File: src/rtl/core/ow_pkg.sv
// Shared types and constants of the 1-Wire bus master.
package ow_pkg;

  localparam int unsigned BitsPerTransfer = 8;
  localparam int unsigned NumRegs         = 8;
  localparam int unsigned DurW            = 10;
  localparam int unsigned RegIdxW         = $clog2(NumRegs);
  localparam int unsigned BitIdxW         = $clog2(BitsPerTransfer);

  typedef logic [DurW-1:0] ow_dur_t;
  typedef ow_dur_t [NumRegs-1:0] ow_cfg_t;

  typedef enum logic [1:0] {
    OP_NONE,
    OP_RESET,
    OP_WRITE,
    OP_READ
  } ow_op_e;

  typedef enum logic [1:0] {
    MODE_RELEASE,
    MODE_LOW,
    MODE_HIGH
  } ow_mode_e;

  typedef enum logic [RegIdxW-1:0] {
    REG_RESET_LOW,
    REG_PRESENCE_WAIT,
    REG_RESET_RECOVERY,
    REG_SLOT_LOW,
    REG_READ_SAMPLE,
    REG_READ_RECOVERY,
    REG_WRITE_SLOT,
    REG_WRITE_TAIL
  } ow_reg_e;

  typedef enum logic [3:0] {
    PH_IDLE,
    PH_RST_LOW,
    PH_RST_WAIT,
    PH_RST_REC,
    PH_RD_LOW,
    PH_RD_WAIT,
    PH_RD_REC,
    PH_WR_LOW,
    PH_WR_HOLD,
    PH_WR_TAIL
  } ow_phase_e;

  // Register reset values, index order as ow_reg_e
  localparam ow_cfg_t CfgReset = {
    ow_dur_t'(104), ow_dur_t'(104), ow_dur_t'(120), ow_dur_t'(15),
    ow_dur_t'(1),   ow_dur_t'(425), ow_dur_t'(72),  ow_dur_t'(480)
  };

  // Engine status seen by the top level
  typedef struct packed {
    logic       busy;
    logic       done;
    ow_mode_e   drive;
    logic       presence;
    logic [7:0] read_value;
    logic       timer_zero;
  } ow_status_t;

endpackage

File: src/rtl/core/ow_if.sv
// Channel interfaces: command tick in, bus status result out.
interface ow_in_if;
  logic       valid;
  logic       ready;
  logic [1:0] opcode;
  logic [7:0] write_value;
  logic       line_level;

  modport source (output valid, output opcode, output write_value, output line_level,
                  input ready);
  modport sink   (input valid, input opcode, input write_value, input line_level,
                  output ready);
endinterface

interface ow_out_if;
  logic       valid;
  logic       ready;
  logic [1:0] line_mode;
  logic       busy_res;
  logic       done_res;
  logic       presence_seen;
  logic [7:0] read_value;

  modport source (output valid, output line_mode, output busy_res, output done_res,
                  output presence_seen, output read_value, input ready);
  modport sink   (input valid, input line_mode, input busy_res, input done_res,
                  input presence_seen, input read_value, output ready);
endinterface

File: src/rtl/core/ow_cfg_regs.sv
// Timing configuration register file.
module ow_cfg_regs
  import ow_pkg::*;
(
  input  logic               clk_i,
  input  logic               rst_ni,
  input  logic               we_i,
  input  logic [RegIdxW-1:0] idx_i,
  input  ow_dur_t            data_i,
  output ow_cfg_t            cfg_o
);

  ow_cfg_t regs_q;

  always_ff @(posedge clk_i or negedge rst_ni) begin
    if (!rst_ni) begin
      regs_q <= CfgReset;
    end else if (we_i) begin
      regs_q[idx_i] <= data_i;
    end
  end

  assign cfg_o = regs_q;

endmodule

File: src/rtl/core/ow_engine.sv
// Bus phase sequencer: one tick of protocol state per advance.
module ow_engine
  import ow_pkg::*;
#(
  parameter int unsigned TIMER_BITS = 10
) (
  input  logic       clk_i,
  input  logic       rst_ni,
  input  logic       adv_i,
  input  logic [1:0] opcode_i,
  input  logic [7:0] write_value_i,
  input  logic       line_level_i,
  input  ow_cfg_t    cfg_i,
  output ow_status_t status_o
);

  localparam int unsigned SpanW = (TIMER_BITS > DurW) ? TIMER_BITS : DurW;
  localparam logic [SpanW-1:0] TMax = SpanW'((64'd1 << TIMER_BITS) - 64'd1);

  typedef logic [TIMER_BITS-1:0] timer_t;

  // Zero counts as one tick; long values clip to the timer range
  function automatic timer_t span(input ow_dur_t v);
    logic [SpanW-1:0] ve;
    ve = SpanW'(v);
    if (v == '0) return timer_t'(1);
    if (ve > TMax) return timer_t'(TMax);
    return timer_t'(ve);
  endfunction

  ow_phase_e            phase_q, phase_d;
  timer_t               time_q, time_d;
  logic [BitIdxW-1:0]   bit_q, bit_d;
  logic [7:0]           shift_q, shift_d;
  logic                 pres_q, pres_d;
  ow_mode_e             drive_q, drive_d;
  logic [7:0]           rd_q, rd_d;
  logic                 done_q, done_d;

  logic    last;
  logic    expire;
  logic    load;
  ow_reg_e sel;
  ow_op_e  op;

  assign last   = (bit_q == BitIdxW'(BitsPerTransfer - 1));
  assign expire = (phase_q != PH_IDLE) && (time_q <= timer_t'(1));
  assign op     = ow_op_e'(opcode_i);

  // Next state
  always_comb begin
    phase_d = phase_q;
    time_d  = time_q;
    bit_d   = bit_q;
    shift_d = shift_q;
    pres_d  = pres_q;
    drive_d = drive_q;
    rd_d    = rd_q;
    load    = 1'b0;
    sel     = REG_SLOT_LOW;
    if (phase_q == PH_IDLE) begin
      case (op)
        OP_RESET: begin
          phase_d = PH_RST_LOW; sel = REG_RESET_LOW; load = 1'b1; drive_d = MODE_LOW;
        end
        OP_WRITE: begin
          shift_d = write_value_i; bit_d = '0;
          phase_d = PH_WR_LOW; load = 1'b1; drive_d = MODE_LOW;
        end
        OP_READ: begin
          bit_d = '0;
          phase_d = PH_RD_LOW; load = 1'b1; drive_d = MODE_LOW;
        end
        default: ;
      endcase
    end else if (!expire) begin
      time_d = time_q - timer_t'(1);
    end else begin
      case (phase_q)
        PH_RST_LOW: begin
          phase_d = PH_RST_WAIT; sel = REG_PRESENCE_WAIT; load = 1'b1;
          drive_d = MODE_RELEASE;
        end
        PH_RST_WAIT: begin
          pres_d  = ~line_level_i;
          phase_d = PH_RST_REC; sel = REG_RESET_RECOVERY; load = 1'b1;
          drive_d = MODE_RELEASE;
        end
        PH_RD_LOW: begin
          phase_d = PH_RD_WAIT; sel = REG_READ_SAMPLE; load = 1'b1;
          drive_d = MODE_RELEASE;
        end
        PH_RD_WAIT: begin
          shift_d = {line_level_i, shift_q[7:1]};
          phase_d = PH_RD_REC; sel = REG_READ_RECOVERY; load = 1'b1;
          drive_d = MODE_RELEASE;
        end
        PH_RD_REC: begin
          if (last) begin
            rd_d = shift_q; phase_d = PH_IDLE; time_d = '0;
          end else begin
            bit_d = bit_q + BitIdxW'(1);
            phase_d = PH_RD_LOW; load = 1'b1; drive_d = MODE_LOW;
          end
        end
        PH_WR_LOW: begin
          shift_d = {1'b0, shift_q[7:1]};
          phase_d = PH_WR_HOLD; sel = REG_WRITE_SLOT; load = 1'b1;
          drive_d = shift_q[0] ? MODE_HIGH : MODE_LOW;
        end
        PH_WR_HOLD: begin
          if (!last) begin
            bit_d = bit_q + BitIdxW'(1);
            phase_d = PH_WR_LOW; load = 1'b1; drive_d = MODE_LOW;
          end else if (cfg_i[REG_WRITE_TAIL] == '0) begin
            drive_d = MODE_HIGH; phase_d = PH_IDLE; time_d = '0;
          end else begin
            phase_d = PH_WR_TAIL; sel = REG_WRITE_TAIL; load = 1'b1;
            drive_d = MODE_HIGH;
          end
        end
        default: begin
          // reset recovery, write tail, stray codes
          phase_d = PH_IDLE; time_d = '0;
        end
      endcase
    end
    if (load) time_d = span(cfg_i[sel]);
  end

  // Outputs: done flag of this tick
  always_comb begin
    done_d = 1'b0;
    if (expire) begin
      case (phase_q)
        PH_RST_LOW, PH_RST_WAIT, PH_RD_LOW, PH_RD_WAIT, PH_WR_LOW: done_d = 1'b0;
        PH_RD_REC:  done_d = last;
        PH_WR_HOLD: done_d = last && (cfg_i[REG_WRITE_TAIL] == '0);
        default:    done_d = 1'b1;
      endcase
    end
  end

  always_ff @(posedge clk_i or negedge rst_ni) begin
    if (!rst_ni) begin
      phase_q <= PH_IDLE;
      time_q  <= '0;
      bit_q   <= '0;
      shift_q <= '0;
      pres_q  <= 1'b0;
      drive_q <= MODE_RELEASE;
      rd_q    <= '0;
      done_q  <= 1'b0;
    end else if (adv_i) begin
      phase_q <= phase_d;
      time_q  <= time_d;
      bit_q   <= bit_d;
      shift_q <= shift_d;
      pres_q  <= pres_d;
      drive_q <= drive_d;
      rd_q    <= rd_d;
      done_q  <= done_d;
    end
  end

  assign status_o.busy       = (phase_q != PH_IDLE);
  assign status_o.done       = done_q;
  assign status_o.drive      = drive_q;
  assign status_o.presence   = pres_q;
  assign status_o.read_value = rd_q;
  assign status_o.timer_zero = (time_q == '0);

endmodule

File: src/rtl/core/one_wire_bus_master.sv
// Top level of the 1-Wire bus master: tick register, sequencer, result register.
//
//  channel  dir  transaction                      payload
//  item_i   in   one microsecond tick             opcode, write_value, line_level
//  res_o    out  bus status after that tick       line_mode, busy_res, done_res,
//                                                 presence_seen, read_value
//  cfg_*    in   timing register write            cfg_idx_i, cfg_data_i
//
// One tick per clock sustained while res_o does not stall; a taken tick passes
// through the tick register, then the sequencer state that is the result.
// The sequencer state register doubles as the result register, so a tick
// moves on only when the result slot is empty or being drained.
// Reset: sequencer idle, bus released, timing registers at their defaults.
// Stalls on res_o back up through the tick register to item_i.ready.
module one_wire_bus_master
  import ow_pkg::*;
#(
  parameter int unsigned TIMER_BITS = 10
) (
  input  logic               clk_i,
  input  logic               rst_ni,
  ow_in_if.sink              item_i,
  ow_out_if.source           res_o,
  input  logic               cfg_we_i,
  input  logic [RegIdxW-1:0] cfg_idx_i,
  input  ow_dur_t            cfg_data_i
);

  ow_cfg_t    cfg;
  ow_status_t status;

  // tick register
  logic       tick_valid_q;
  logic [1:0] op_q;
  logic [7:0] wv_q;
  logic       lv_q;
  logic       out_valid_q;
  logic       adv;

  // tick enters the sequencer when the result slot is free or draining
  assign adv          = tick_valid_q && (!out_valid_q || res_o.ready);
  assign item_i.ready = !tick_valid_q || adv;

  always_ff @(posedge clk_i or negedge rst_ni) begin
    if (!rst_ni) begin
      tick_valid_q <= 1'b0;
    end else if (item_i.ready) begin
      tick_valid_q <= item_i.valid;
    end
  end

  always_ff @(posedge clk_i) begin
    if (item_i.valid && item_i.ready) begin
      op_q <= item_i.opcode;
      wv_q <= item_i.write_value;
      lv_q <= item_i.line_level;
    end
  end

  always_ff @(posedge clk_i or negedge rst_ni) begin
    if (!rst_ni) begin
      out_valid_q <= 1'b0;
    end else if (adv) begin
      out_valid_q <= 1'b1;
    end else if (res_o.ready) begin
      out_valid_q <= 1'b0;
    end
  end

  ow_cfg_regs u_cfg (
    .clk_i  (clk_i),
    .rst_ni (rst_ni),
    .we_i   (cfg_we_i),
    .idx_i  (cfg_idx_i),
    .data_i (cfg_data_i),
    .cfg_o  (cfg)
  );

  ow_engine #(
    .TIMER_BITS (TIMER_BITS)
  ) u_engine (
    .clk_i         (clk_i),
    .rst_ni        (rst_ni),
    .adv_i         (adv),
    .opcode_i      (op_q),
    .write_value_i (wv_q),
    .line_level_i  (lv_q),
    .cfg_i         (cfg),
    .status_o      (status)
  );

  assign res_o.valid         = out_valid_q;
  assign res_o.line_mode     = status.drive;
  assign res_o.busy_res      = status.busy;
  assign res_o.done_res      = status.done;
  assign res_o.presence_seen = status.presence;
  assign res_o.read_value    = status.read_value;

`ifndef SYNTHESIS
  // timer runs exactly while a command is in progress
  assert property (@(posedge clk_i) disable iff (!rst_ni)
    status.busy != status.timer_zero)
    else $error("timer and busy disagree");

  // a finishing tick always lands in idle
  assert property (@(posedge clk_i) disable iff (!rst_ni)
    status.done |-> !status.busy)
    else $error("done while busy");

  // a held tick is not dropped
  assert property (@(posedge clk_i) disable iff (!rst_ni)
    (tick_valid_q && !adv) |=> tick_valid_q)
    else $error("tick lost");

  // sequencer state only moves with a tick
  assert property (@(posedge clk_i) disable iff (!rst_ni)
    !adv |=> $stable(status))
    else $error("state changed without a tick");
`endif

endmodule

File: src/flat_wrapper.sv
// flat-port wrapper written by rule: the top's interface ports become plain ports
module one_wire_bus_master_flat import ow_pkg::*;
#(
  parameter int unsigned TIMER_BITS = 10
)
  (clk_i, rst_ni, cfg_we_i, cfg_idx_i, cfg_data_i, item_i_valid, item_i_opcode, item_i_write_value, item_i_line_level, item_i_ready, res_o_valid, res_o_line_mode, res_o_busy_res, res_o_done_res, res_o_presence_seen, res_o_read_value, res_o_ready);
  ow_in_if item_i_i ();
  ow_out_if res_o_i ();
  input  logic clk_i;
  input  logic rst_ni;
  input  logic cfg_we_i;
  input  logic [RegIdxW-1:0] cfg_idx_i;
  input  ow_dur_t cfg_data_i;
  input wire logic [$bits(item_i_i.valid)-1:0] item_i_valid;
  input wire logic [$bits(item_i_i.opcode)-1:0] item_i_opcode;
  input wire logic [$bits(item_i_i.write_value)-1:0] item_i_write_value;
  input wire logic [$bits(item_i_i.line_level)-1:0] item_i_line_level;
  output wire logic [$bits(item_i_i.ready)-1:0] item_i_ready;
  output wire logic [$bits(res_o_i.valid)-1:0] res_o_valid;
  output wire logic [$bits(res_o_i.line_mode)-1:0] res_o_line_mode;
  output wire logic [$bits(res_o_i.busy_res)-1:0] res_o_busy_res;
  output wire logic [$bits(res_o_i.done_res)-1:0] res_o_done_res;
  output wire logic [$bits(res_o_i.presence_seen)-1:0] res_o_presence_seen;
  output wire logic [$bits(res_o_i.read_value)-1:0] res_o_read_value;
  input wire logic [$bits(res_o_i.ready)-1:0] res_o_ready;
  assign item_i_i.valid = item_i_valid;
  assign item_i_i.opcode = item_i_opcode;
  assign item_i_i.write_value = item_i_write_value;
  assign item_i_i.line_level = item_i_line_level;
  assign item_i_ready = item_i_i.ready;
  assign res_o_valid = res_o_i.valid;
  assign res_o_line_mode = res_o_i.line_mode;
  assign res_o_busy_res = res_o_i.busy_res;
  assign res_o_done_res = res_o_i.done_res;
  assign res_o_presence_seen = res_o_i.presence_seen;
  assign res_o_read_value = res_o_i.read_value;
  assign res_o_i.ready = res_o_ready;
  one_wire_bus_master #(.TIMER_BITS(TIMER_BITS)) u_core (.clk_i(clk_i), .rst_ni(rst_ni), .item_i(item_i_i), .res_o(res_o_i), .cfg_we_i(cfg_we_i), .cfg_idx_i(cfg_idx_i), .cfg_data_i(cfg_data_i));
endmodule
File: config.mk
export PLATFORM = sky130hd
export DESIGN_NAME = one_wire_bus_master_flat
export DESIGN_NICKNAME = d
export VERILOG_FILES = /design/src/rtl/core/ow_pkg.sv /design/src/rtl/core/ow_if.sv /design/src/rtl/core/ow_cfg_regs.sv /design/src/rtl/core/ow_engine.sv /design/src/rtl/core/one_wire_bus_master.sv /design/src/flat_wrapper.sv
export SDC_FILE = /design/constraint.sdc
export NUM_CORES = 1
export LEC_CHECK = 0
export BUFFER_PORTS_ARGS = -buffer_cell sky130_fd_sc_hd__buf_2
export CORE_MARGIN = 1
export CORE_UTILIZATION = 30
export DETAILED_ROUTE_END_ITERATION = 10
export GPL_TIMING_DRIVEN = 0
export MAX_ROUTING_LAYER = met4
export PLACE_DENSITY = 0.44
export RECOVER_POWER = 50
export SLEW_MARGIN = 0
export SYNTH_ARGS = -nofsm -noshare
export SYNTH_HDL_FRONTEND = slang
export SYNTH_HIERARCHICAL = 1
export SYNTH_SLANG_ARGS = --single-unit
File: constraint.sdc
create_clock -name clk_i -period 2.6 [get_ports clk_i]
set_input_delay 0.13 -clock clk_i [delete_from_list [all_inputs] [get_ports clk_i]]
set_output_delay 0.13 -clock clk_i [all_outputs]
set_load 0.05 [all_outputs]
# Word level (Yosys, flattened, before mapping)
# Cells that the tools add are included.
# classes
order_cmp	5
n_mux	61
bitwise	2
n_addsub	2
n_eq_ne	22
n_reduce_logical	30
# ops
cell	n
10-bit 2-to-1 mux	12
80-bit bitwise mux	1
10-bit binary-select mux with 3-bit select	1
10-bit demux with 3-bit select	1
3-bit 2-to-1 mux	10
10-bit one-hot mux with 3 select lines	1
4-bit one-hot mux with 7 select lines	1
8-bit 2-to-1 mux	3
10-bit zero test	2
3-bit one-hot mux with 6 select lines	1
4-bit by 3-bit equality test with 1-bit output, second input constant	4
4-bit 2-to-1 mux	4
8-bit one-hot mux with 2 select lines	1
5-bit AND reduction	3
1-bit 2-to-1 mux	14
2-bit 2-to-1 mux	7
4-bit != test, second input constant	3
4-bit one-hot mux with 3 select lines	1
10-bit greater-than comparator, second input constant	1
10-bit by 1-bit <= comparator with 1-bit output, second input constant	1
10-bit by 1-bit subtractor with 10-bit output, second input constant	1
3-bit by 4-bit less-than comparator with 1-bit output, second input constant	2
2-bit one-hot mux with 4 select lines	1
4-bit AND reduction	2
29 further kinds	44
# totals
in_bits	29
wordCells	143
ff_bits	130

# Depth between registers and ports, before layout
# Gate-level depths: netlist (run 1).
# logic_depth
depth_word	16
ltp_mapped	13

# Cells and area by module
# Netlist (run 1), hierarchy kept.
# modules_own_cells
module	area_per_inst_um2	cells_each	seq_area_each_um2	instances
ow_cfg_regs	3195.6	175	2034.5	1
ow_engine	2999.1	353	925.9	1
one_wire_bus_master	434.2	19	380.4	1

# Worst setup path before layout (run 1)
# No wires, ideal clock.
# synth_timing
path_type	register to register
start	register u_core.u_engine.phase_q[0]
end	register u_core.u_engine.time_q[0]
period_less_slack_ps	2675
path_slack_ps	-75
n_path_buf	2
stages_incl_launch_ff	13
t_arrival_ps	2597
cell_sequence	dfrtp_1 > buf_6 > nor4_4 > inv_4 > nor3b_4 > a31oi_1 > buf_4 > a21oi_1 > a32oi_1 > mux2i_1 > nand4_1 > or3_1 > a21oi_1
# synth_via
elab_chain_len	13
word_cells_on_any_way	39
cone_classes	1 x order compare; 12 x eq/ne; 20 x mux; 6 x reduce/logical
# synth_rtl
element	line	rtl
start, declared	ow_engine.sv:31	ow_phase_e phase_q, phase_d;
start signal, assigned	ow_engine.sv:155	phase_q <= phase_d;
4-bit nonzero test (*)	n/a	
via res_o_busy_res	flat_wrapper.sv:21	output wire logic [$bits(res_o_i.busy_res)-1:0] res_o_busy_res;
1-bit logical AND (*)	ow_engine.sv:47	assign expire = (phase_q != PH_IDLE) && (time_q <= timer_t'(1));
3-bit 2-to-1 mux	ow_engine.sv:76	end else if (!expire) begin
3-bit 2-to-1 mux	ow_engine.sv:61	if (phase_q == PH_IDLE) begin
10-bit binary-select mux with 3-bit select	ow_engine.sv:128	if (load) time_d = span(cfg_i[sel]);
10-bit 2-to-1 mux (implied by the code)	ow_engine.sv:128	
10-bit greater-than comparator	ow_engine.sv:27	if (ve > TMax) return timer_t'(TMax);
1-bit 2-to-1 mux (2 in a row)	ow_engine.sv:27	
1-bit 2-to-1 mux	ow_engine.sv:128	
10-bit 2-to-1 mux	ow_engine.sv:28	return timer_t'(ve);
10-bit 2-to-1 mux	ow_engine.sv:27	
10-bit 2-to-1 mux	ow_engine.sv:128	
end signal, assigned	ow_engine.sv:156	time_q <= time_d;
end, declared	ow_engine.sv:32	timer_t time_q, time_d;
# The timed path passes the listed nets; every way through them passes the cells marked *. The select of a mux whose other input is x is not followed.
# A chain may end at the register's enable or synchronous reset.

# Worst setup path in the final report (run 1)
# layout_timing
start	register u_core.u_engine.phase_q[1]
end	register u_core.u_engine.time_q[0]
# layout_via
elab_chain_len	13
word_cells_on_any_way	39
cone_classes	1 x order compare; 12 x eq/ne; 20 x mux; 6 x reduce/logical
# layout_rtl
element	line	rtl
4-bit equality test (tied with other cells)	ow_engine.sv:79	case (phase_q)
3-bit one-hot mux with 6 select lines / 1-bit logical AND (equally long branches)	ow_engine.sv:79, ow_engine.sv:47	
3-bit 2-to-1 mux	ow_engine.sv:76	
3-bit 2-to-1 mux	ow_engine.sv:61	
10-bit binary-select mux with 3-bit select	ow_engine.sv:128	
10-bit 2-to-1 mux (implied by the code)	ow_engine.sv:128	
10-bit greater-than comparator	ow_engine.sv:27	
1-bit 2-to-1 mux (2 in a row)	ow_engine.sv:27	
1-bit 2-to-1 mux	ow_engine.sv:128	
10-bit 2-to-1 mux	ow_engine.sv:28	
10-bit 2-to-1 mux	ow_engine.sv:27	
10-bit 2-to-1 mux	ow_engine.sv:128	
# Several ways; a longest one is shown, not always the timed one. The select of a mux whose other input is x is not followed.

==> results of run 1 <==
## timing repair
action / in CTS / in global routing
endpoints found under the hold margin: 57 / 0
hold buffers: 15 / 0
gates cloned: 2 / 3
setup buffers: 27 / 13
setup endpoints to repair: 28 / 20
gates resized for setup: 78 / 41
pin swaps: 29 / 28
## routing by layer
metal  GRT usage, %  up-vias
met3           3.15       13
met1           23.8     2516
met2           26.2       72
met5              -        -
met4           5.10        0
li1               -     2277
## worst reg2reg max path: cells and delay by family, from the launching register on
family / cells / cell delay, ns
muxes: 4 / 0.93
and+or+nand+nor: 3 / 0.69
buffers and inverters: 3 / 0.47
DFF: 1 / 0.37
AOI/OAI and AO/OA: 2 / 0.37
## metrics by stage
stage          util, %  total power [mW]  setup WS (ns)
2_1_floorplan        -              4.84        -0.0299
3_3_place_gp      33.8              5.56         -0.731
3_5_place_dp      34.0              5.61         -0.776
4_1_cts           40.5              8.89         -0.339
5_1_grt           41.5              9.60         -0.382
6_report          41.5              9.10         -0.293
## power groups by stage
| stage | sequential [mW] | combinational [mW] | clock [mW] |
|---|---|---|---|
| detailed placement | 2.90 | 2.71 | 0 |
| global route | 2.95 | 3.96 | 2.69 |
| global placement | 2.89 | 2.67 | 0 |
| floorplan | 2.87 | 1.97 | 0 |
| CTS | 2.88 | 3.42 | 2.59 |
| finish | 2.89 | 3.69 | 2.52 |
## flip-flops by register name (all words and copies together), names as in the netlist
signal and cells:
u_core/op_q 2, u_core/tick_valid_q 1, u_core/wv_q 8, u_core/u_cfg/cfg_o 80, u_core/u_engine/drive_q 2, u_core/u_engine/rd_q 8
u_core/res_o.valid 1, u_core/u_engine/shift_q 8, u_core/lv_q 1, u_core/u_engine/pres_q 1, u_core/u_engine/done_q 1, u_core/u_engine/time_q 10
u_core/u_engine/phase_q 4, u_core/u_engine/bit_q 3
## cell usage in the layout (no fill, tap or decap), drive strengths merged, types with 15 or more instances in the layout
| cell | count |
|---|---|
| clkbuf | 40 |
| dfstp | 26 |
| a21oi | 19 |
| o21ai | 40 |
| nor2 | 28 |
| mux2 | 91 |
| mux2i | 34 |
| nand2 | 50 |
| dlygate4sd3 | 15 |
| dfrtp | 93 |
| buf | 95 |
## final timing paths
check | startpoint | slack, ns | depth (start not counted) | end
max in group asynchronous | rst_ni | 1.08 | 3 | u_core/u_cfg/cfg_o[73]
setup reg to reg | u_core/u_engine/phase_q[1] | -0.29 | 12 | u_core/u_engine/time_q[0]
hold / removal | cfg_data_i[6] | 0.03 | 2 | u_core/u_cfg/cfg_o[26]
hold reg to reg | u_core/u_engine/drive_q[1] | 0.49 | 1 | u_core/u_engine/drive_q[1]
setup / recovery | u_core/u_engine/phase_q[1] | -0.29 | 12 | u_core/u_engine/time_q[0]
min in group asynchronous | rst_ni | 0.51 | 2 | u_core/u_engine/bit_q[0]
## final cells by class
class                      count  area share, %
clock inverter                15           2.22
sequential                   130           37.7
timing repair buffer         103           9.82
multi-input combinational    378           38.2
clock buffer                  17           4.80
tap                          275           3.89
inverter                       7          0.495
buffer                        30           2.88
==> summary.md, run 1 <==
| Metric | Value |
|---|---|
| Vert. Die Dim | 151 um |
| Total die area | 22700 um^2 |
| Port bufs | 43 |
| Placed insts | 865 |
| CTS tree | built |
| Slew Viols, Final | 0 |
| Worst-Skew Late Latency | 0.42 ns |
| Setup Viol. Count Final | 10 |
| FP Rows | 53 |
| CP cell instances | buf_6 -> buf_12 -> nor2b_2 -> mux2_2 -> a31oi_4 -> buf_6 -> mux2i_1 -> mux2i_1 -> mux2i_4 -> nand3_1 -> or3_1 -> a21oi_2 |
| Wl on met1 | 9050 um |
| Max Used Layer | met4 |
| Nets | 700 |
| P_int | 5.83 mW |
| DR iter-0 viols | 259 |
| Clock power frac | 27.7% |
| Core box area | 21400 um^2 |
| Max transition margin | 18.2% |
| Max Root-Sink Buffers | 2 |
| Slowest stage delay, CP | 0.37 ns |
| Crit path max-delay family | multiplexers |
| Area Growth Syn to Fin | 33.7% |
| Final Cycle Share | 111% |
| NetSw | 3.27 mW |
| Final Skew | 0.0117 ns |
| Post-route design area | 8850 um^2 |
| CP endpoint kind | flop |
| Pleak | 3.69 nW |
| Tot GR Track Use | 17.4% |
| Clock sink count | 130 |
| Worst hold slack | 0.0336 ns |
| Num CTS Buffers | 17 |
| Worst-margin pin slew | 1.23 ns |
| Vias per cell | 5.11 |
| Post-Route WL | 18300 um |
| Final cell count without fillers | 955 |
| Synth Net Count | 579 |
| Die width | 151 um |
| Max Clk Rate | 346 MHz |
| Synthesis Warnings | 6 |
| DPL Wire Length | 11500 um |
| Multi-input gate area | 3380 um^2 |
| Final hold vios | 0 |
| Crit-path max FO | 10 |
| Startpoint Class | flop |
| Met2 Wirelength | 8630 um |
| Initial Util | 31.0% |
| Largest net degree at the start of global routing | 76 |
| Wirelength per Cell | 19.1 um |
| RSZ-0062 raised after global routing | true |
| Slowest-stage cell, CP | dfrtp_1 |
| Max Cap Viol | 0 |
| Crit path DAT | 3.24 ns |
| Final setup TNS | -1.25 ns |
| DRC viols | 0 |
| WS Path Type | reg2reg |
| Gate power share | 40.5% |
| WL met3 | 401 um |
| Placed cell areas | 7260 um^2 |
| Via count | 4878 |
| Failing checks | setup timing |
| Initial antenna violation count | 0 |
| Layout cell share with drive strength beyond 1 | 44.1% |
| Io pins | 44 |
| Buf+Inv Stages, Crit Path | 3 |
| Fin crit period | 2.89 ns |
| Routed Antenna Nets | 0 |
| Sequential Area | 3340 um^2 |
| Flop pwr share | 31.8% |
| Run status | finished with violations |
| Fillers | 2070 |
| Required @ worst endpoint | 2.95 ns |
| Final Worst Setup Slack | -0.293 ns |
| Root buf cell | clkbuf_16 |
| N_diodes | 0 |
| Pre-antenna DRT Iters | 4 |
| Post-Synthesis Cells | 546 |
| Global route overflow | 0 |
| Mapped cell area | 6620 um^2 |
| Hold WC Path Type | in2reg |
| Switching share of power | 35.9% |
| PD cells | 1030 nW/um^2 |
| RD Place Congestion | 0.849 |
| Clk pin slew, worst setup/hold paths | 0.06 ns |
| H-tree levels | 4 |
| Global-route wire length before repair | 28500 um |
| Avg Inst Size Synth | 12.1 um^2 |
| Vias in the first global route | 4927 |
| Worst VDD drop | 509 uV |
Note: power is estimated with default switching activity, not from simulation.
==> run 2: changes to the inputs <==
--- a/config.mk
+++ b/config.mk
@@ -5,6 +5,7 @@
 export SDC_FILE = /design/constraint.sdc
 export NUM_CORES = 1
 export LEC_CHECK = 0
+export ABC_AREA = 1
 export BUFFER_PORTS_ARGS = -buffer_cell sky130_fd_sc_hd__buf_2
 export CORE_MARGIN = 1
 export CORE_UTILIZATION = 30
==> run 2 against run 1 <==
Net effect:
- the flow finishes with violations (capacitance limit, slew limit)
- maximum frequency is 16% higher
- flip-flop and latch count stayed put
- clock skew is 0.0042 ns lower
- area after synthesis is 4.2% higher
==> summary.md, run 2 <==
| Metric | Value |
|---|---|
| Run status | finished with violations (unchanged) |
| Failing checks | capacitance limit, slew limit (was setup timing) |
| Hold WC Path Type | in2reg (unchanged) |
| Vert. Die Dim | 154 um (was 151 um) |
| Commonest non-fill, non-tap cell in the layout | nand2_1 (was dfrtp_1) |
| Worst VDD drop | 404 uV (was 509 uV) |
| Setup Viol. Count Final | 0 (was 10) |
| Layout cell share with drive strength beyond 1 | 21.6% (was 44.1%) |
| Total die area | 23600 um^2 (was 22700 um^2) |
| Placed insts | 1206 (was 865) |
| Initial antenna violation count | 0 (unchanged) |
| Sequential Area | 3340 um^2 (about the same) |
| N_diodes | 0 (unchanged) |
| Final cell count without fillers | 1264 (was 955) |
| Root buf cell | clkbuf_16 (unchanged) |
| Gate power share | 14.9% (was 40.5%) |
| Most frequent cells in the layout | nand2_1 (331), nand3_1 (125), dfrtp_1 (90) (was dfrtp_1 (93), mux2_2 (61), nand2_1 (42)) |
| Final Skew | 0.00751 ns (was 0.0117 ns) |
| Reg-to-reg endpoint | u_core/u_engine/time_q[0] (unchanged) |
| PD cells | 716 nW/um^2 (was 1030 nW/um^2) |
| Final hold vios | 0 (unchanged) |
| Wirelength per Cell | 16.5 um (was 19.1 um) |
| Via count | 6005 (was 4878) |
| Initial Util | 30.6% (was 31.0%) |
| NetSw | 1.71 mW (was 3.27 mW) |
| Flop pwr share | 42.6% (was 31.8%) |
| Io pins | 44 (unchanged) |
| Fillers | 2378 (was 2070) |
| Final Cycle Share | 96.0% (was 111%) |
| Switching share of power | 28.0% (was 35.9%) |
| Global-route wire length before repair | 32900 um (was 28500 um) |
| Slew Viols, Final | 28 (was 0) |
| Crit-path max FO | 5 (was 10) |
| Pleak | 4.23 nW (was 3.69 nW) |
| Mapped cell area | 6900 um^2 (was 6620 um^2) |
| Core box area | 22600 um^2 (was 21400 um^2) |
| Min-delay src | cfg_data_i[6] (unchanged) |
| Clk pin slew, worst setup/hold paths | 0.06 ns (about the same) |
| FF-to-FF path depth | 19 (was 12) |
| Die width | 154 um (was 151 um) |
| Port bufs | 33 (was 43) |
| Hold Path End | u_core/u_cfg/cfg_o[76] (was u_core/u_cfg/cfg_o[26]) |
| Nets | 999 (was 700) |
| Avg Inst Size Synth | 7.78 um^2 (was 12.1 um^2) |
| H-tree levels | 4 (unchanged) |
| P_int | 4.41 mW (was 5.83 mW) |
| RD Place Congestion | 0.834 (was 0.849) |
| Crit path DAT | 2.84 ns (was 3.24 ns) |
| Post-Synthesis Cells | 887 (was 546) |
| CTS tree | built (unchanged) |
| Area Growth Syn to Fin | 23.8% (was 33.7%) |
| Largest net degree at the start of global routing | 93 (was 76) |
| Hold Path Depth | 3 (was 2) |
| Synth Net Count | 920 (was 579) |
| Routed Antenna Nets | 0 (unchanged) |
| Vias in the first global route | 5841 (was 4927) |
| Num CTS Buffers | 17 (unchanged) |
| R2R setup slack | 0.10 ns (was -0.29 ns) |
| Max transition margin | -17.5% (was 18.2%) |
| Clock sink count | 130 (unchanged) |
| Clock power frac | 42.5% (was 27.7%) |
| FP Rows | 55 (was 53) |
| Global route overflow | 0 (unchanged) |
| Pre-antenna DRT Iters | 5 (was 4) |
| Reg-to-Reg Start | u_core/u_engine/time_q[0] (was u_core/u_engine/phase_q[1]) |
| Worst-margin pin slew | 1.76 ns (was 1.23 ns) |
| Vias per cell | 4.75 (was 5.11) |
| Max Clk Rate | 401 MHz (was 346 MHz) |
| CP endpoint kind | flop (unchanged) |
| DRC viols | 0 (unchanged) |
| DPL Wire Length | 14200 um (was 11500 um) |
| Fin crit period | 2.50 ns (was 2.89 ns) |
| Post-Route WL | 20800 um (was 18300 um) |
| RSZ-0062 raised after global routing | true (unchanged) |
| Required @ worst endpoint | 2.94 ns (was 2.95 ns) |
| Max reg flops | 80 (unchanged) |
| Synthesis Warnings | 6 (unchanged) |
| Max Root-Sink Buffers | 2 (unchanged) |
| Max Cap Viol | 1 (was 0) |
| WS Path Type | reg2reg (unchanged) |
| Worst hold slack | 0.0226 ns (was 0.0336 ns) |
| Multi-input gate area | 3210 um^2 (was 3380 um^2) |
| Tot GR Track Use | 19.1% (was 17.4%) |
| Startpoint Class | flop (unchanged) |
| Worst-Skew Late Latency | 0.42 ns (about the same) |
| DR iter-0 viols | 437 (was 259) |
[run 2: critical path: stages (launching register included)]
cell and delay [ns]:
dfrtp_2 0.45, inv_2 0.09, ha_4 0.15, nor2_4 0.04, nor2_1 0.07, nand2_1 0.08, nor2_4 0.16, nand2_2 0.09
o21ai_4 0.24, buf_6 0.19, nand3_2 0.09, nand2_2 0.11, nand2_1 0.07, nand2_1 0.07, nand2_1 0.05, nor2_1 0.09
nand3_1 0.08, nand2_1 0.08, nand2_2 0.06, a21oi_2 0.13
[run 2: per-stage QoR]
step	setup WS, ns	instance area, um^2	util [%]	TNS, ns	power [mW]
2_1_floorplan	0.381	6900	-	0	3.15
6_report	0.105	8540	37.9	0	6.12
3_3_place_gp	-0.341	7420	32.9	-31.26	3.44
4_1_cts	-0.0234	8290	36.7	-0.0234	6.12
3_5_place_dp	-0.178	7450	33.0	-0.728	3.45
5_1_grt	-0.0955	8540	37.9	-0.0955	6.45
[run 2: final cells by class]
cell class,instances,share of cell area [%]
sequential,130,39.1
multi-input combinational,648,37.6
clock buffer,18,5.14
timing repair buffer,60,5.02
tap,285,4.17
buffer,39,3.41
inverter,70,3.15
clock inverter,14,2.37
[run 2: how the worst max path moves through the flow]
| stage | start | endpoint | cells past startpoint |
|---|---|---|---|
| detailed placement | u_core/u_engine/time_q[0] | u_core/u_engine/time_q[0] | 20 |
| floorplan | u_core/u_engine/phase_q[0] | u_core/u_engine/time_q[0] | 13 |
| global route | u_core/u_engine/time_q[4] | u_core/u_engine/time_q[0] | 17 |
| global placement | rst_ni | u_core/u_engine/rd_q[4] | 1 |
| finish | u_core/u_engine/time_q[0] | u_core/u_engine/time_q[0] | 19 |
| CTS | u_core/u_engine/time_q[0] | u_core/u_engine/time_q[0] | 18 |
[run 2: power by group through the flow]
stage / Combinational, mW / Clock, mW / Sequential (mW)
final: 0.911 / 2.60 / 2.60
after global routing: 1.05 / 2.75 / 2.64
after CTS: 0.844 / 2.67 / 2.60
after detailed placement: 0.822 / 0 / 2.63
after global placement: 0.807 / 0 / 2.63
after floorplan: 0.589 / 0 / 2.57
[run 2: timing repair]
action / 4_1_cts / 5_1_grt
gates resized for setup: 12 / 71
hold buffers: 15 / 0
gates cloned: 0 / 1
endpoints found under the setup margin: 9 / 8
pin swaps: 1 / 29
buffers inserted: 0 / 10
endpoints found under the hold margin: 40 / 0
[run 2: per-layer routing]
layer  GRT usage [%]  vias up  share of wire (%)
met1            26.2     2888                 50
met5               -        -                  0
met3            3.10       14                3.2
li1                -     3008                  -
met2            28.9       95                 46
met4            5.19        0               0.90
==> run 3: changes to the inputs <==
--- a/config.mk
+++ b/config.mk
@@ -8,11 +8,11 @@
 export ABC_AREA = 1
 export BUFFER_PORTS_ARGS = -buffer_cell sky130_fd_sc_hd__buf_2
 export CORE_MARGIN = 1
-export CORE_UTILIZATION = 30
+export CORE_UTILIZATION = 50
 export DETAILED_ROUTE_END_ITERATION = 10
 export GPL_TIMING_DRIVEN = 0
 export MAX_ROUTING_LAYER = met4
-export PLACE_DENSITY = 0.44
+export PLACE_DENSITY = 0.67
 export RECOVER_POWER = 50
 export SLEW_MARGIN = 0
 export SYNTH_ARGS = -nofsm -noshare
==> run 3 against run 2 <==
Net effect:
- the run still ends with capacitance limit, slew limit left
- final area decreased by 5.7%
- routed wire length decreased by 11%
- power decreased by 6.7%
- sequential power about the same
- combinational power decreased by 8.1%
- count of clock-buffer cells in the layout decreased by 1
- final cell count decreased by 9.2%
- maximum frequency decreased by 0.81%
- first-iteration DRC count increased by 19%
- hold slack about the same
- sequential share of layout area increased by 2.3 points
- critical path depth unchanged
- critical endpoint unchanged
- highest routed layer unchanged
==> summary.md, run 3 (same netlist as run 2, synthesis figures left out) <==
| Metric | Value |
|---|---|
| Run status | finished with violations (unchanged) |
| Failing checks | capacitance limit, slew limit (unchanged) |
| DRC viols | 0 (unchanged) |
| Fillers | 1244 (was 2378) |
| Pleak | 4.10 nW (was 4.23 nW) |
| Post-Route WL | 18500 um (was 20800 um) |
| Startpoint Class | flop (unchanged) |
| Tot GR Track Use | 28.6% (was 19.1%) |
| Area Growth Syn to Fin | 16.8% (was 23.8%) |
| Vias in the first global route | 5817 (was 5841) |
| Crit path DAT | 2.85 ns (was 2.84 ns) |
| Routed Antenna Nets | 0 (unchanged) |
| Largest net degree at the start of global routing | 88 (was 93) |
| Num CTS Buffers | 17 (unchanged) |
| H-tree levels | 4 (unchanged) |
| Worst VDD drop | 629 uV (was 404 uV) |
| Sequential Area | 3340 um^2 (about the same) |
| Slowest stage delay, CP | 0.43 ns (was 0.45 ns) |
| Die width | 119 um (was 154 um) |
| N_diodes | 0 (unchanged) |
| Multi-input gate area | 3040 um^2 (was 3210 um^2) |
| RD Place Congestion | 0.900 (was 0.834) |
| Port bufs | 33 (unchanged) |
| Commonest non-fill, non-tap cell in the layout | nand2_1 (unchanged) |
| CP most frequent cell | nand2_1 (unchanged) |
| Reg-to-Reg Start | u_core/u_engine/time_q[0] (unchanged) |
| Max Root-Sink Buffers | 2 (unchanged) |
| WS Path Type | reg2reg (unchanged) |
| Hold WC Path Type | in2reg (unchanged) |
| Max Cap Viol | 1 (unchanged) |
| Max reg flops | 80 (unchanged) |
| DPL Wire Length | 12500 um (was 14200 um) |
| CTS tree | built (unchanged) |
| Layout cell share with drive strength beyond 1 | 16.6% (was 21.6%) |
| FF-to-FF path depth | 19 (unchanged) |
| Core box area | 13300 um^2 (was 22600 um^2) |
| Slowest-stage cell, CP | dfrtp_2 (unchanged) |
| Hold Path Depth | 3 (unchanged) |
| Crit-path max FO | 10 (was 5) |
| Worst-Skew Late Latency | 0.42 ns (about the same) |
| Max transition margin | -29.4% (was -17.5%) |
| Root buf cell | clkbuf_16 (unchanged) |
| Max Clk Rate | 398 MHz (was 401 MHz) |
| PD cells | 708 nW/um^2 (was 716 nW/um^2) |
| Final Cycle Share | 96.8% (was 96.0%) |
| Initial antenna violation count | 0 (unchanged) |
| Most frequent cells in the layout | nand2_1 (349), nand3_1 (138), dfrtp_1 (92) (was nand2_1 (331), nand3_1 (125), dfrtp_1 (90)) |
| Global route overflow | 0 (unchanged) |
| Io pins | 44 (unchanged) |
| Setup crit end | u_core/u_engine/time_q[0] (unchanged) |
| RSZ-0062 raised after global routing | true (unchanged) |
| Final hold vios | 0 (unchanged) |
| Final Util | 60.4% (was 37.9%) |
| Slew Viols, Final | 33 (was 28) |
| Clock sink count | 130 (unchanged) |
| Nets | 992 (was 999) |
| Required @ worst endpoint | 2.94 ns (about the same) |
| Fin crit period | 2.52 ns (was 2.50 ns) |
| Wirelength per Cell | 16.1 um (was 16.5 um) |
| Setup Viol. Count Final | 0 (unchanged) |
| Via count | 6024 (was 6005) |
| Total die area | 14300 um^2 (was 23600 um^2) |
| Vert. Die Dim | 119 um (was 154 um) |
| Global-route wire length before repair | 30000 um (was 32900 um) |
| Clk pin slew, worst setup/hold paths | 0.06 ns (about the same) |
| Critical Path Start | u_core/u_engine/time_q[0] (unchanged) |
| Total power | 5.71 mW (was 6.12 mW) |
| DR iter-0 viols | 520 (was 437) |
| CP endpoint kind | flop (unchanged) |
| CP cell instances | inv_1 -> ha_4 -> nor2_1 -> nor2_1 -> nand3_1 -> nor2_4 -> nand2_4 -> buf_4 -> nand3_1 -> nand3_1 -> nand2_1 -> nand2_1 -> nand2_1 -> nand2_1 -> nor2_1 -> nand3_1 -> nand2_1 -> nand2_1 -> a21oi_1 (was inv_2 -> ha_4 -> nor2_4 -> nor2_1 -> nand2_1 -> nor2_4 -> nand2_2 -> o21ai_4 -> buf_6 -> nand3_2 -> nand2_2 -> nand2_1 -> nand2_1 -> nand2_1 -> nor2_1 -> nand3_1 -> nand2_1 -> nand2_2 -> a21oi_2) |
| Final Skew | 0.00831 ns (was 0.00751 ns) |
| Reg-to-reg endpoint | u_core/u_engine/time_q[0] (unchanged) |
| R2R setup slack | 0.08 ns (was 0.10 ns) |
| Initial Util | 51.7% (was 30.6%) |
| Vias per cell | 5.25 (was 4.75) |
| Pre-antenna DRT Iters | 5 (unchanged) |
| FP Rows | 42 (was 55) |
| Worst-margin pin slew | 1.94 ns (was 1.76 ns) |
## run 3: cell types whose count changed in the layout (fill, tap and decap cells not counted), moves of 8 or more
cell | previous run | this run
nand2_1 | 331 | 349
buf_2 | 41 | 49
nand3_2 | 14 | 1
buf_4 | 18 | 7
nand3_1 | 125 | 138
nand2_2 | 21 | 5
## run 3: metrics by stage
step                instance area, um^2  hold slack [ns]  setup TNS (ns)  worst slack (ns)  std cells
floorplan                          6900           -0.166               0             0.381        887
detailed placement                 7320           0.0456          -0.101            -0.101       1097
global route                       8060           0.0190         -0.0967           -0.0967       1148
finish                             8060           0.0224               0            0.0845       1148
CTS                                8070          0.00209               0           0.00801       1147
global placement                   7280            0.306          -10.71            -0.123       1096
## run 3: worst min path at each step
stage | start | endpoint | slack (ns)
CTS | cfg_data_i[5] | u_core/u_cfg/cfg_o[55] | 0.002
floorplan | rst_ni | u_core/res_o.valid | -0.17
finish | cfg_data_i[1] | u_core/u_cfg/cfg_o[41] | 0.02
detailed placement | rst_ni | u_core/u_cfg/cfg_o[59] | 0.05
global placement | item_i_write_value[6] | u_core/wv_q[6] | 0.31
global route | cfg_data_i[3] | u_core/u_cfg/cfg_o[73] | 0.02
## run 3: routing by layer
| layer | routed length (um) | share of wire [%] | track usage, % |
|---|---|---|---|
| met3 | 1140 | 6.1 | 7.47 |
| met2 | 8420 | 45 | 42.0 |
| met5 | 0 | 0 | - |
| met4 | 397 | 2.1 | 10.4 |
| met1 | 8560 | 46 | 38.2 |
## run 3: repair_timing
item,4_1_cts,5_1_grt
hold endpoints to repair,49,0
setup buffers,0,1
hold buffers,18,0
pin swaps,0,1
gates resized for setup,3,12
setup endpoints to repair,2,15
## run 3: layout make-up
class	count	share of cell area, %
Tap cell	176	2.73
Sequential cell	130	41.5
Clock inverter	15	1.65
Buffer	39	3.14
Timing Repair Buffer	53	4.67
Inverter	70	3.29
Clock buffer	17	5.28
Multi-Input combinational cell	648	37.8
## run 3: where the power goes
part           leakage [nW]  switching, mW  total (mW)  internal [mW]
clock network         0.274          0.944        2.27           1.32
registers              1.54          0.207        2.61           2.40
logic                  2.28          0.507       0.837          0.329
## run 3: critical path: cells and delay by family, from the launching register on
kind,cells,cell delay [ns]
flip-flops,1,0.43
AO/OA/AOI/OAI,1,0.12
AND/OR/NAND/NOR,15,1.38
adder cells (fa/ha/maj),1,0.17
buffers and inverters,2,0.31
